### config.mk
export PLATFORM = sky130hd
export DESIGN_NAME = adc_window_average_linearizer
export DESIGN_NICKNAME = d
export VERILOG_FILES = /design/src/hw/rtl/awl_pkg.sv /design/src/hw/rtl/awl_regs.sv /design/src/hw/rtl/awl_seq.sv /design/src/hw/rtl/awl_dp.sv /design/src/hw/rtl/adc_window_average_linearizer.sv
export VERILOG_INCLUDE_DIRS = /design/src /design/src/hw/rtl
export SDC_FILE = /design/constraint.sdc
export NUM_CORES = 1
export LEC_CHECK = 0
export ABC_AREA = 1
export BUFFER_PORTS_ARGS = -buffer_cell sky130_fd_sc_hd__clkbuf_2
export CAP_MARGIN = 10
export CORE_UTILIZATION = 31
export DETAILED_ROUTE_END_ITERATION = 7
export GPL_TIMING_DRIVEN = 0
export PLACE_DENSITY = 0.53
export SYNTH_ARGS = -nofsm -noshare
export SYNTH_HDL_FRONTEND = slang
export SYNTH_SLANG_ARGS = --single-unit
### constraint.sdc
create_clock -name clk -period 14 [get_ports clk]
set_input_delay 2.1 -clock clk [delete_from_list [all_inputs] [get_ports clk]]
set_output_delay 2.1 -clock clk [all_outputs]
set_load 0.01 [all_outputs]
### src/hw/rtl/assert_macros.svh
// assertion helpers shared by the rtl modules
`ifndef ASSERT_MACROS_SVH
`define ASSERT_MACROS_SVH

// same-cycle implication, disabled while in reset
`define ASSERT_IMPLIES(label, clk, rst, ante, cons, msg) \
  label: assert property (@(posedge clk) disable iff (rst) (ante) |-> (cons)) \
    else $error(msg);

// next-cycle implication, disabled while in reset
`define ASSERT_NEXT(label, clk, rst, ante, cons, msg) \
  label: assert property (@(posedge clk) disable iff (rst) (ante) |=> (cons)) \
    else $error(msg);

`endif

### src/hw/rtl/awl_pkg.sv
package awl_pkg;

  // window and field widths
  localparam int WINDOW = 8;
  localparam int ADC_W  = 10;
  localparam int MM_W   = 13;
  localparam int MM_MAX = (2 ** MM_W) - 1;
  localparam int NPTS   = 4;
  localparam int IDX_W  = (WINDOW > 1) ? $clog2(WINDOW) : 1;
  localparam int SUM_W  = ADC_W + IDX_W;

  // stream and config port widths
  localparam int S_DATA_W   = 16;
  localparam int M_DATA_W   = 24;
  localparam int CFG_IDX_W  = 3;
  localparam int CFG_DATA_W = MM_W;

  // interpolation arithmetic
  localparam int DIFF_W    = ADC_W + 1;
  localparam int DD_W      = MM_W + 1;
  localparam int PROD_W    = DIFF_W + DD_W;
  localparam int Q_W       = MM_W + 1;
  localparam int DIV_STEPS = Q_W / 2;
  localparam int DCNT_W    = $clog2(DIV_STEPS);
  localparam int VAL_W     = Q_W + 2;

  // configuration register indexes
  typedef enum logic [CFG_IDX_W-1:0] {
    REG_ADC_POINT_0      = 3'd0,
    REG_ADC_POINT_1      = 3'd1,
    REG_ADC_POINT_2      = 3'd2,
    REG_ADC_POINT_3      = 3'd3,
    REG_DISTANCE_POINT_0 = 3'd4,
    REG_DISTANCE_POINT_1 = 3'd5,
    REG_DISTANCE_POINT_2 = 3'd6,
    REG_DISTANCE_POINT_3 = 3'd7
  } cfg_reg_e;

  typedef struct packed {
    logic [NPTS-1:0][ADC_W-1:0] adc_pt;
    logic [NPTS-1:0][MM_W-1:0]  mm_pt;
  } cfg_t;

  // microcode fields
  typedef enum logic [2:0] {
    OP_LOAD,
    OP_ACC,
    OP_MEAN,
    OP_SETUP,
    OP_MUL,
    OP_DIVINIT,
    OP_DIV,
    OP_FINISH
  } op_e;

  typedef enum logic [1:0] {
    HOLD_NONE,
    HOLD_INPUT,
    HOLD_OUTPUT
  } hold_e;

  typedef enum logic [2:0] {
    BR_NONE,
    BR_ALWAYS,
    BR_SUM_MORE,
    BR_SKIP,
    BR_DIV_MORE
  } br_e;

  localparam int STEP_W = 3;
  typedef logic [STEP_W-1:0] step_t;

  localparam step_t ST_LOAD    = 3'd0;
  localparam step_t ST_ACC     = 3'd1;
  localparam step_t ST_MEAN    = 3'd2;
  localparam step_t ST_SETUP   = 3'd3;
  localparam step_t ST_MUL     = 3'd4;
  localparam step_t ST_DIVINIT = 3'd5;
  localparam step_t ST_DIV     = 3'd6;
  localparam step_t ST_FINISH  = 3'd7;

  typedef struct packed {
    op_e   op;
    hold_e hold;
    br_e   br;
    step_t target;
  } uword_t;

  // sequencer to datapath
  typedef struct packed {
    op_e  op;
    logic fire;
  } dp_ctrl_t;

  // datapath to sequencer
  typedef struct packed {
    logic sum_more;
    logic div_more;
    logic seg_skip;
    logic out_busy;
  } dp_status_t;

  // control store
  function automatic uword_t ucode_rom(step_t s);
    uword_t w;
    unique case (s)
      ST_LOAD:    w = '{op: OP_LOAD,    hold: HOLD_INPUT,  br: BR_NONE,     target: ST_LOAD};
      ST_ACC:     w = '{op: OP_ACC,     hold: HOLD_NONE,   br: BR_SUM_MORE, target: ST_ACC};
      ST_MEAN:    w = '{op: OP_MEAN,    hold: HOLD_NONE,   br: BR_NONE,     target: ST_MEAN};
      ST_SETUP:   w = '{op: OP_SETUP,   hold: HOLD_NONE,   br: BR_SKIP,     target: ST_FINISH};
      ST_MUL:     w = '{op: OP_MUL,     hold: HOLD_NONE,   br: BR_NONE,     target: ST_MUL};
      ST_DIVINIT: w = '{op: OP_DIVINIT, hold: HOLD_NONE,   br: BR_NONE,     target: ST_DIVINIT};
      ST_DIV:     w = '{op: OP_DIV,     hold: HOLD_NONE,   br: BR_DIV_MORE, target: ST_DIV};
      ST_FINISH:  w = '{op: OP_FINISH,  hold: HOLD_OUTPUT, br: BR_ALWAYS,   target: ST_LOAD};
    endcase
    return w;
  endfunction

endpackage

### src/hw/rtl/awl_regs.sv
module awl_regs (
  input  logic                           clk,
  input  logic                           rst,
  input  logic                           cfg_valid,
  output logic                           cfg_ready,
  input  logic [awl_pkg::CFG_IDX_W-1:0]  cfg_index,
  input  logic [awl_pkg::CFG_DATA_W-1:0] cfg_data,
  output awl_pkg::cfg_t                  cfg
);
  import awl_pkg::*;

  // always ready, writes never stall
  assign cfg_ready = 1'b1;

  // breakpoint registers
  always_ff @(posedge clk) begin
    if (rst) begin
      cfg.adc_pt[0] <= ADC_W'(600);
      cfg.adc_pt[1] <= ADC_W'(400);
      cfg.adc_pt[2] <= ADC_W'(250);
      cfg.adc_pt[3] <= ADC_W'(100);
      cfg.mm_pt[0]  <= MM_W'(100);
      cfg.mm_pt[1]  <= MM_W'(200);
      cfg.mm_pt[2]  <= MM_W'(400);
      cfg.mm_pt[3]  <= MM_W'(800);
    end else if (cfg_valid) begin
      unique case (cfg_index)
        REG_ADC_POINT_0:      cfg.adc_pt[0] <= cfg_data[ADC_W-1:0];
        REG_ADC_POINT_1:      cfg.adc_pt[1] <= cfg_data[ADC_W-1:0];
        REG_ADC_POINT_2:      cfg.adc_pt[2] <= cfg_data[ADC_W-1:0];
        REG_ADC_POINT_3:      cfg.adc_pt[3] <= cfg_data[ADC_W-1:0];
        REG_DISTANCE_POINT_0: cfg.mm_pt[0]  <= cfg_data[MM_W-1:0];
        REG_DISTANCE_POINT_1: cfg.mm_pt[1]  <= cfg_data[MM_W-1:0];
        REG_DISTANCE_POINT_2: cfg.mm_pt[2]  <= cfg_data[MM_W-1:0];
        REG_DISTANCE_POINT_3: cfg.mm_pt[3]  <= cfg_data[MM_W-1:0];
        default: ;
      endcase
    end
  end

endmodule

### src/hw/rtl/awl_seq.sv
`include "assert_macros.svh"

module awl_seq (
  input  logic                clk,
  input  logic                rst,
  input  logic                in_valid,
  output logic                in_ready,
  input  awl_pkg::dp_status_t status,
  output awl_pkg::dp_ctrl_t   ctrl
);
  import awl_pkg::*;

  step_t  step;
  step_t  step_next;
  uword_t uw;
  logic   hold;
  logic   take;

  // fetch the control word for this step
  assign uw = ucode_rom(step);

  // stall conditions
  always_comb begin
    case (uw.hold)
      HOLD_NONE:   hold = 1'b0;
      HOLD_INPUT:  hold = !in_valid;
      HOLD_OUTPUT: hold = status.out_busy;
      default:     hold = 1'b0;
    endcase
  end

  // branch conditions
  always_comb begin
    case (uw.br)
      BR_NONE:     take = 1'b0;
      BR_ALWAYS:   take = 1'b1;
      BR_SUM_MORE: take = status.sum_more;
      BR_SKIP:     take = status.seg_skip;
      BR_DIV_MORE: take = status.div_more;
      default:     take = 1'b0;
    endcase
  end

  // next step
  always_comb begin
    if (hold) begin
      step_next = step;
    end else if (take) begin
      step_next = uw.target;
    end else begin
      step_next = step + 1'b1;
    end
  end

  always_ff @(posedge clk) begin
    if (rst) begin
      step <= ST_LOAD;
    end else begin
      step <= step_next;
    end
  end

  assign in_ready  = (uw.op == OP_LOAD);
  assign ctrl.op   = uw.op;
  assign ctrl.fire = !hold;

  `ASSERT_NEXT(a_load_then_sum, clk, rst, in_valid && in_ready, step == ST_ACC, "transfer not followed by window sum")
  `ASSERT_IMPLIES(a_div_needs_segment, clk, rst, ctrl.fire && uw.op == OP_DIV, !status.seg_skip, "divide on an unusable segment")

endmodule

### src/hw/rtl/awl_dp.sv
`include "assert_macros.svh"

module awl_dp (
  input  logic                      clk,
  input  logic                      rst,
  input  awl_pkg::dp_ctrl_t         ctrl,
  input  awl_pkg::cfg_t             cfg,
  input  logic [awl_pkg::ADC_W-1:0] sample,
  output awl_pkg::dp_status_t       status,
  output logic                      out_valid,
  input  logic                      out_ready,
  output logic [awl_pkg::ADC_W-1:0] mean_out,
  output logic [awl_pkg::MM_W-1:0]  dist_out,
  output logic                      valid_out
);
  import awl_pkg::*;

  localparam logic signed [VAL_W-1:0] MM_MAX_V = VAL_W'(MM_MAX);

  // window storage and sum
  logic [ADC_W-1:0] ring [WINDOW];
  logic [IDX_W-1:0] wpos;
  logic [IDX_W-1:0] idx;
  logic [SUM_W-1:0] acc;

  // mean and segment
  logic [ADC_W-1:0] mean;
  logic [ADC_W-1:0] mean_calc;
  logic [1:0]       seg_lo;
  logic [1:0]       seg_hi;
  logic [1:0]       seg_calc;
  logic             hit;
  logic             hit_calc;
  logic             desc;
  logic             seg_ok;

  // interpolation
  logic [ADC_W-1:0]         a_lo;
  logic [ADC_W-1:0]         a_hi;
  logic [MM_W-1:0]          d_lo;
  logic [MM_W-1:0]          d_hi;
  logic signed [DIFF_W-1:0] diff;
  logic signed [DD_W-1:0]   dd;
  logic signed [DIFF_W-1:0] den_s;
  logic signed [PROD_W-1:0] prod;
  logic [PROD_W-1:0]        prod_abs;
  logic [DIFF_W-1:0]        den_abs;
  logic                     neg;
  logic [ADC_W-1:0]         den;
  logic [ADC_W-1:0]         rem;
  logic [Q_W-1:0]           sh;
  logic [DCNT_W-1:0]        dcnt;

  // radix-4 restoring step
  logic [ADC_W:0]   r1;
  logic [ADC_W:0]   r2;
  logic [ADC_W-1:0] r1s;
  logic [ADC_W-1:0] r2s;
  logic             ge1;
  logic             ge2;

  // result
  logic signed [VAL_W-1:0] qs;
  logic signed [VAL_W-1:0] val;
  logic [MM_W-1:0]         dist_sat;

  // segment breakpoints
  assign seg_hi = seg_lo + 2'd1;
  assign a_lo   = cfg.adc_pt[seg_lo];
  assign a_hi   = cfg.adc_pt[seg_hi];
  assign d_lo   = cfg.mm_pt[seg_lo];
  assign d_hi   = cfg.mm_pt[seg_hi];
  assign seg_ok = hit && (a_hi != a_lo);

  // floor mean and segment search
  assign mean_calc = ADC_W'(acc / WINDOW);
  assign desc      = cfg.adc_pt[0] > cfg.adc_pt[3];

  always_comb begin
    hit_calc = 1'b1;
    seg_calc = 2'd0;
    if (desc) begin
      if (mean_calc <= cfg.adc_pt[0] && mean_calc > cfg.adc_pt[1]) begin
        seg_calc = 2'd0;
      end else if (mean_calc <= cfg.adc_pt[1] && mean_calc > cfg.adc_pt[2]) begin
        seg_calc = 2'd1;
      end else if (mean_calc <= cfg.adc_pt[2] && mean_calc >= cfg.adc_pt[3]) begin
        seg_calc = 2'd2;
      end else begin
        hit_calc = 1'b0;
      end
    end else begin
      if (mean_calc >= cfg.adc_pt[0] && mean_calc < cfg.adc_pt[1]) begin
        seg_calc = 2'd0;
      end else if (mean_calc >= cfg.adc_pt[1] && mean_calc < cfg.adc_pt[2]) begin
        seg_calc = 2'd1;
      end else if (mean_calc >= cfg.adc_pt[2] && mean_calc <= cfg.adc_pt[3]) begin
        seg_calc = 2'd2;
      end else begin
        hit_calc = 1'b0;
      end
    end
  end

  // magnitudes for the divider
  assign prod_abs = prod[PROD_W-1] ? PROD_W'(-prod) : PROD_W'(prod);
  assign den_abs  = den_s[DIFF_W-1] ? DIFF_W'(-den_s) : DIFF_W'(den_s);

  // two quotient bits per step
  always_comb begin
    r1  = {rem, sh[Q_W-1]};
    ge1 = r1 >= {1'b0, den};
    r1s = ge1 ? ADC_W'(r1 - {1'b0, den}) : r1[ADC_W-1:0];
    r2  = {r1s, sh[Q_W-2]};
    ge2 = r2 >= {1'b0, den};
    r2s = ge2 ? ADC_W'(r2 - {1'b0, den}) : r2[ADC_W-1:0];
  end

  // signed quotient plus base distance, clamped
  always_comb begin
    qs  = neg ? -$signed({2'b00, sh}) : $signed({2'b00, sh});
    val = $signed({{(VAL_W-MM_W){1'b0}}, d_lo}) + qs;
    if (val < 0) begin
      dist_sat = '0;
    end else if (val > MM_MAX_V) begin
      dist_sat = MM_W'(MM_MAX);
    end else begin
      dist_sat = val[MM_W-1:0];
    end
  end

  // ring and write position
  always_ff @(posedge clk) begin
    if (rst) begin
      for (int i = 0; i < WINDOW; i++) begin
        ring[i] <= '0;
      end
      wpos <= '0;
    end else if (ctrl.fire && ctrl.op == OP_LOAD) begin
      ring[wpos] <= sample;
      wpos <= (wpos == IDX_W'(WINDOW - 1)) ? '0 : wpos + 1'b1;
    end
  end

  // arithmetic datapath
  always_ff @(posedge clk) begin
    if (ctrl.fire) begin
      case (ctrl.op)
        OP_LOAD: begin
          acc <= '0;
          idx <= '0;
        end
        OP_ACC: begin
          acc <= acc + SUM_W'(ring[idx]);
          idx <= idx + 1'b1;
        end
        OP_MEAN: begin
          mean   <= mean_calc;
          seg_lo <= seg_calc;
          hit    <= hit_calc;
        end
        OP_SETUP: begin
          diff  <= $signed({1'b0, mean}) - $signed({1'b0, a_lo});
          dd    <= $signed({1'b0, d_hi}) - $signed({1'b0, d_lo});
          den_s <= $signed({1'b0, a_hi}) - $signed({1'b0, a_lo});
        end
        OP_MUL: begin
          prod <= diff * dd;
        end
        OP_DIVINIT: begin
          neg  <= prod[PROD_W-1] ^ den_s[DIFF_W-1];
          den  <= den_abs[ADC_W-1:0];
          rem  <= prod_abs[PROD_W-2:Q_W];
          sh   <= prod_abs[Q_W-1:0];
          dcnt <= '0;
        end
        OP_DIV: begin
          rem  <= r2s;
          sh   <= {sh[Q_W-3:0], ge1, ge2};
          dcnt <= dcnt + 1'b1;
        end
        default: ;
      endcase
    end
  end

  // output register
  always_ff @(posedge clk) begin
    if (rst) begin
      out_valid <= 1'b0;
    end else if (ctrl.fire && ctrl.op == OP_FINISH) begin
      out_valid <= 1'b1;
    end else if (out_ready) begin
      out_valid <= 1'b0;
    end
  end

  always_ff @(posedge clk) begin
    if (ctrl.fire && ctrl.op == OP_FINISH) begin
      mean_out  <= mean;
      dist_out  <= seg_ok ? dist_sat : '0;
      valid_out <= seg_ok;
    end
  end

  // status back to the sequencer
  assign status.sum_more = (idx != IDX_W'(WINDOW - 1));
  assign status.div_more = (dcnt != DCNT_W'(DIV_STEPS - 1));
  assign status.seg_skip = !seg_ok;
  assign status.out_busy = out_valid && !out_ready;

  `ASSERT_IMPLIES(a_rem_below_den, clk, rst, ctrl.fire && ctrl.op == OP_DIV, rem < den, "partial remainder not below divisor")
  `ASSERT_IMPLIES(a_invalid_is_zero, clk, rst, out_valid && !valid_out, dist_out == '0, "invalid result with nonzero distance")

endmodule

### src/hw/rtl/adc_window_average_linearizer.sv
// a sample passes the eight-step window sum, mean and segment search, setup,
// multiply, divider init and the seven radix-4 divide steps of the shared datapath,
// or branches from setup straight to finish when the mean is outside all segments
// or the segment is degenerate; a new sample is taken only after the finish step
// reset: synchronous, clears the window to zero and loads default breakpoints
module adc_window_average_linearizer (
  input  logic                           clk,
  input  logic                           rst,
  input  logic                           s_tvalid,
  output logic                           s_tready,
  input  logic [awl_pkg::S_DATA_W-1:0]   s_tdata,   // [9:0] sample
  output logic                           m_tvalid,
  input  logic                           m_tready,
  output logic [awl_pkg::M_DATA_W-1:0]   m_tdata,   // [9:0] mean_sample, [22:10] distance_mm
  output logic                           m_tuser,   // [0] valid_res
  input  logic                           cfg_valid,
  output logic                           cfg_ready,
  input  logic [awl_pkg::CFG_IDX_W-1:0]  cfg_index,
  input  logic [awl_pkg::CFG_DATA_W-1:0] cfg_data
);
  import awl_pkg::*;

  cfg_t             cfg;
  dp_ctrl_t         ctrl;
  dp_status_t       status;
  logic [ADC_W-1:0] mean_out;
  logic [MM_W-1:0]  dist_out;

  // configuration registers
  awl_regs u_regs (
    .clk       (clk),
    .rst       (rst),
    .cfg_valid (cfg_valid),
    .cfg_ready (cfg_ready),
    .cfg_index (cfg_index),
    .cfg_data  (cfg_data),
    .cfg       (cfg)
  );

  // microcode sequencer
  awl_seq u_seq (
    .clk      (clk),
    .rst      (rst),
    .in_valid (s_tvalid),
    .in_ready (s_tready),
    .status   (status),
    .ctrl     (ctrl)
  );

  // datapath
  awl_dp u_dp (
    .clk       (clk),
    .rst       (rst),
    .ctrl      (ctrl),
    .cfg       (cfg),
    .sample    (s_tdata[ADC_W-1:0]),
    .status    (status),
    .out_valid (m_tvalid),
    .out_ready (m_tready),
    .mean_out  (mean_out),
    .dist_out  (dist_out),
    .valid_out (m_tuser)
  );

  // pack result fields
  assign m_tdata = {{(M_DATA_W - ADC_W - MM_W){1'b0}}, dist_out, mean_out};

endmodule
==> flow_metrics.tcl, run 1 <==
set metrics [dict create \
    status "finished, final reports clean" \
    path_delay_family "adder cells" \
    syn_nets 3600 \
    fin_util_pct 35.1 \
    avgRoutedWirePerCell_um 17.3 \
    fin_cells 4490 \
    netlist_instances 3221 \
    synth_area_per_cell_um2 8.16 \
    arrival_ps 6430 \
    fin_nets 3702 \
    synth.cell_area_um2 26300 \
    skew_ps 36.6 \
    first_iter_violations 1805 \
    antenna_found_initial 1 \
    htree_levels 2 \
    io-pin-count 65 \
    track_usage_pct 18.2 \
    final_antenna_net_count 0 \
    start_util_pct 31.3 \
    final_cell_area_um2 29500 \
    port_buffers 52 \
    relSlewSlack_pct 31.6 \
    synth-seq-area-share_pct 35.1 \
    clk_path_buf_depth 3 \
    final_cell_mix "nand2_1 (559), inv_1 (539), nor2_1 (413)" \
    finalHoldViolCount 0 \
    rsz0062_at_grt "false" \
    critPathMaxFanout 10 \
    setup_viol 0 \
    grt_pass1_wl_um 120000 \
    clock_sinks 345 \
    async_reset_ff_share_pct 0 \
    grt_max_degree 32 \
    crit_path_end_kind "flop" \
    fp.coreArea_um2 83800 \
    placed_cell_area_um2 28100 \
    clk_latency_ps 600 \
    worst_path_max_delay_cell "fa_1" \
    wl_um 77600 \
    synth_top_area_cell "edfxtp_1" \
    cts-hold-fix-buffers 0 \
    grt_pass1_vias 20747 \
    cts_tree "yes" \
    firstDrtPassIters 6 \
    cap_viol_max_count 0 \
    crit_chain "clkbuf_1 -> nand2_1 -> inv_1 -> fa_1 -> fa_1 -> inv_1 -> fa_1 -> inv_1 -> fa_1 -> inv_1 -> fa_1 -> inv_1 -> ha_1 -> inv_1 -> nor3_1 -> and3_1 -> nand4_1 -> nand3_1 -> xor2_1" \
    cp_num_buf_inv 7 \
    crit_required_ps 14370 \
    drc 0 \
    gr-total-overflow 0 \
    critPathLaunchType "flop" \
    fmax_mhz 165 \
    hpwl_um 60800 \
    cts-buffers-inserted 42 \
    hold_path.class "flop to flop" \
    chipHeight_um 293 \
    clkTransAtPathRegs_ps 60 \
    drive_gt1_share_pct 6.11 \
    dieArea_um2 85900 \
    maxSlewViolCount 0 \
    dr_total_vias 21502 \
    yosysTopAreaCellShare_pct 26.5 \
    diodes 0 \
    cpMostUsedCell "inv_1" \
    finalCritPeriodShare_pct 43.2 \
    dpl.cell_count 4412 \
    area_growth_pct 12.1 \
    ys.flop_type "edfxtp_1" \
    ys_ff_latch 345 \
    rows 106 \
    yosysWarningCount 0 \
    cts_root_buf "clkbuf_16" \
    place.gp.congestion 0.925 \
    final_common_cell "nand2_1" \
    fin_crit_ps 6050 \
    ys_types 55 \
    fin_tns_setup_ps 0 \
    critical_path_class "flop to flop" \
    critPathMaxStageDelay_ps 720 \
    cts_resized 0 \
    synth-edff-count 232 \
    synth_area_leaders "edfxtp_1 (27%), fa_1 (12%), ha_1 (9.1%)" \
    viasPerCell 4.79 \
    cts_setup_buffers 0 \
    worstMarginPinSlew_ps 1020 \
    die_w_um 293 \
]
-- cell families (layout without fill, tap and decap cells) --
logic type | Yosys count | in the layout | share of synthesized area [%]
AO/OA/AOI/OAI | 579 | 579 | 12.6
adder cells (fa/ha/maj) | 342 | 342 | 20.6
AND/OR/NAND/NOR | 1172 | 1172 | 18.2
buffers and inverters | 670 | 805 | 9.77
other | 2 | 2 | 0.0286
XOR/XNOR | 111 | 111 | 3.70
flip-flops | 345 | 345 | 35.1
-- layout make-up --
cell class              instances  area [um^2]
inverters                     555         2080
clock inverters                27          299
fillers                      8917        54400
flip-flops and latches        345         9230
well taps                    1134         1420
repair buffers                 58          368
clock buffers                  50         1080
plain buffers                 115          483
multi-input cells            2206        14500
-- cell usage after synthesis (6+ instances only) --
| library cell | number |
|---|---|
| edfxtp_1 | 232 |
| inv_2 | 13 |
| nor3_1 | 24 |
| dfxtp_1 | 113 |
| xor2_1 | 67 |
| o221ai_1 | 11 |
| fa_1 | 151 |
| clkbuf_1 | 92 |
| buf_1 | 6 |
| o21ai_2 | 7 |
| ha_1 | 191 |
| o211ai_1 | 25 |
| o21ai_0 | 219 |
| a21oi_1 | 198 |
| a21oi_2 | 12 |
| a32oi_1 | 12 |
| a21o_1 | 10 |
| buf_2 | 11 |
| or2_2 | 8 |
| nand3b_1 | 7 |
| o21bai_1 | 8 |
| nor2_1 | 417 |
| nor2_2 | 6 |
| a31oi_1 | 17 |
| nand2_2 | 10 |
| o21ai_1 | 10 |
| inv_1 | 539 |
| nand4_1 | 20 |
| nand3_1 | 103 |
| o22ai_1 | 25 |
| xnor2_1 | 44 |
| nand2_1 | 559 |
-- metal layers --
metal	routed length (um)	GRT usage, %
met4	1610	4.44
met3	4600	2.30
met5	0	0
met2	35000	29.4
met1	36400	25.6
-- state kept, by name (all words and copies together) (netlist names), 11 cells and up, named ones only --
register,count
u_dp.dd,14
u_dp.prod,25
u_dp.dist_out,13
u_dp.diff,11
u_seq.uw,11
u_regs.cfg,92
u_dp.den_s,11
u_dp.acc,13
u_dp.sh,14
u_dp.ring,80
-- path summary, 6_finish.rpt --
| check | slack, ps | startpoint | depth (start not counted) | to |
|---|---|---|---|---|
| max | 7950 | u_dp.dd[13] | 19 | u_dp.prod[23] |
| max reg2reg | 7950 | u_dp.dd[13] | 19 | u_dp.prod[23] |
| min | 450 | u_dp.mean[0] | 0 | u_dp.mean_out[0] |
| min reg2reg | 450 | u_dp.mean[0] | 0 | u_dp.mean_out[0] |
-- through the flow --
stage / hold slack, ps / setup slack, ps
after global placement: 447 / 7890
after global routing: 480 / 7650
final: 454 / 7950
after CTS: 457 / 7870
after detailed placement: 443 / 7920
after floorplan: 426 / 8920
Power of run 1 is left out: the tool's default activity adds up to more than one toggle a clock period on the data nets, which glitch-free logic cannot reach.
==> run 2: changes to the inputs <==
ABC_AREA = 0   (was 1)
PLACE_DENSITY = 0.55   (was 0.53)
clock period = 5 ns   (was 14 ns; I/O delays follow)
==> run 2 against run 1 <==
  * The flow now finishes with violations (setup timing)
  * Core utilization increased by 1.3 points
  * Worst hold slack got worse by 25 ps
  * Synthesized area fell by 2.4%
  * Non-clock buffer count is 45 higher
  * Clock skew is 11 ps higher
  * Sequential share of layout area fell by 0.47 points
  * Global-route usage decreased by 1.3 points
  * Maximum frequency increased by 13%
  * Wire length decreased by 9.5%
  * Final cell count shrank 14%
  * Synthesized cell count down 19%
  * Critical path type unchanged
==> flow_metrics.tcl, run 2 <==
set metrics [dict create \
    cts-buffers-inserted 40 \
    first_iter_violations 1374 \
    r2r-start "u_dp.diff[4]" \
    r2r_slack_ps -380 \
    clock_sinks 345 \
    final.setup.worst_slack_ps -381 \
    hold_path.class "input pin to flop" \
    synth_area_leaders "edfxtp_1 (27%), fa_1 (12%), ha_1 (9.3%)" \
    netlist_instances 2600 \
    grt_pass1_wl_um 108000 \
    synthTopCellsByCount "nand2_1 (349), inv_1 (317), edfxtp_1 (232)" \
    grt_pass1_vias 18640 \
    io-pin-count 65 \
    rows 105 \
    maxSlewViolCount 0 \
    synth_top_area_cell "edfxtp_1" \
    violations "setup timing" \
    setup_viol 10 \
    cts_tree "yes" \
    r2r-end "u_dp.prod[23]" \
    antenna_found_initial 4 \
    yosysTopAreaCellShare_pct 27.2 \
    worstMarginPinSlew_ps 946 \
    port_buffers 44 \
    die_w_um 290 \
    fillers 8276 \
    fin_crit_ps 5380 \
    gr-total-overflow 0 \
    cts_root_buf "clkbuf_16" \
    cpMostUsedCell "fa_1" \
    critPathMaxStageDelay_ps 530 \
    synth_area_per_cell_um2 9.86 \
    syn_nets 2979 \
    wl_um 70300 \
    synth-edff-count 232 \
    fin_nets 3139 \
    fp.coreArea_um2 82000 \
    final_antenna_net_count 0 \
    cap_viol_max_count 0 \
    dr_total_vias 18859 \
    finalCritPeriodShare_pct 108 \
    arrival_ps 5690 \
    final_common_cell "nand2_1" \
    grt_max_degree 33 \
    hold_depth 3 \
    async_reset_ff_share_pct 0 \
    worst_path_max_delay_cell "fa_1" \
    clk_path_buf_depth 3 \
    crit_chain "clkbuf_8 -> buf_6 -> nand2_2 -> fa_1 -> inv_1 -> fa_1 -> fa_2 -> fa_1 -> inv_2 -> fa_1 -> inv_2 -> ha_4 -> nand4_1 -> buf_4 -> a211oi_4 -> o21ai_2 -> a21oi_4 -> a41o_1 -> o21ai_2 -> xnor2_1" \
    dieArea_um2 83900 \
    crit_required_ps 5310 \
    diodes 0 \
    ys.flop_type "edfxtp_1" \
    crit_start "u_dp.diff[4]" \
    avgRoutedWirePerCell_um 18.2 \
    drive_gt1_share_pct 15.0 \
    start_util_pct 31.3 \
    hpwl_um 53600 \
    clk_latency_ps 600 \
    ys_types 78 \
    critPathLaunchType "flop" \
    area_growth_pct 16.6 \
    synth.cell_area_um2 25600 \
    ys_ff_latch 345 \
    fmax_mhz 186 \
    pre_cts_ws_ps -926 \
    relSlewSlack_pct 36.8 \
    skew_ps 47.6 \
    firstDrtPassIters 5 \
    crit_path_end_kind "flop" \
    synth_most_common_cell "nand2_1" \
    drc 0 \
    critical_path_class "flop to flop" \
    htree_levels 2 \
    yosysWarningCount 0 \
    status "complete, but fails checks" \
    track_usage_pct 16.8 \
    cts-hold-fix-buffers 0 \
    final_cell_mix "nand2_1 (339), inv_1 (297), edfxtp_1 (232)" \
    critPathMaxFanout 5 \
    finalHoldViolCount 0 \
    place.gp.congestion 0.851 \
    synth-seq-area-share_pct 36.0 \
    viasPerCell 4.89 \
    largest_reg_flops 92 \
    clkTransAtPathRegs_ps 60 \
    chipHeight_um 290 \
    rsz0062_at_grt "true" \
    crit_path_end "u_dp.prod[23]" \
    ff2ff_path_depth 20 \
]
run 2: cell types whose count changed in the layout (fill, tap and decap cells not counted), sizes merged, moves of 35 or more:
cell,delta
nor2,-310
a21oi,-46
nand2b,+35
xnor2,+38
and2,+149
nand3,-67
nand2,-221
inv,-232
buf,+58
o21ai,-148
mux4,+40
run 2: per-stage QoR:
step	hold WS (ps)	cells	setup TNS (ps)	instance area (um^2)	utilization [%]
CTS	405	3840	-1820	29600	36.1
finish	429	3860	-2100	29900	36.5
floorplan	426	2600	0	25800	-
global route	413	3860	-3780	29900	36.5
detailed placement	443	3725	-14990	27500	33.6
global placement	433	3714	-15590	27400	33.4
run 2: how the worst min path moves through the flow:
stage,from,slack (ps),to
3_3_place_gp,u_dp.mean[0],430,u_dp.mean_out[0]
2_1_floorplan,u_dp.mean[0],430,u_dp.mean_out[0]
3_5_place_dp,u_dp.mean[0],440,u_dp.mean_out[0]
6_report,cfg_data[12],430,u_regs.cfg[12]
4_1_cts,cfg_data[12],410,u_regs.cfg[25]
5_1_grt,cfg_data[10],410,u_regs.cfg[23]
run 2: worst max-delay path, delay by kind of cell (launching register included):
kind | cells | cell delay, ps
fa+ha+maj | 6 | 2760
compound gates | 5 | 880
buf+inv | 6 | 610
flops | 1 | 510
simple gates | 2 | 170
xor+xnor | 1 | 140
run 2: timing repair:
action | in CTS | in global routing
resized for setup | 97 | 43
setup buffers | 44 | 20
endpoints found under the setup margin | 32 | 40
gates cloned | 2 | 0
pin swaps | 85 | 26
run 2: logic make-up after synthesis:
group	synth area share, %
simple gates	15.3
compound gates	11.0
buf+inv	6.23
flops	36.0
fa+ha+maj	21.1
xor+xnor	4.13
mux	6.25
other cells	0.0293
run 2: layer usage:
metal	share of wire (%)	routed length, um	up-vias	track usage, %
met5	0.038	27	-	0
met4	2.9	2040	4	5.29
met3	4.9	3460	97	2.39
met2	46	32300	440	27.0
met1	46	32400	9134	23.4
li1	-	-	9184	-
run 2: final cells by class:
cell class	instances	area [um^2]	area share, %
inverter	318	1200	4.00
clock inverter	20	226	0.757
buffer	96	552	1.84
tap	1070	1340	4.48
clock buffer	52	1090	3.63
multi-input combinational	1837	15400	51.4
sequential	345	9230	30.9
timing repair buffer	122	896	2.99
Power of run 2 is left out for the same reason.
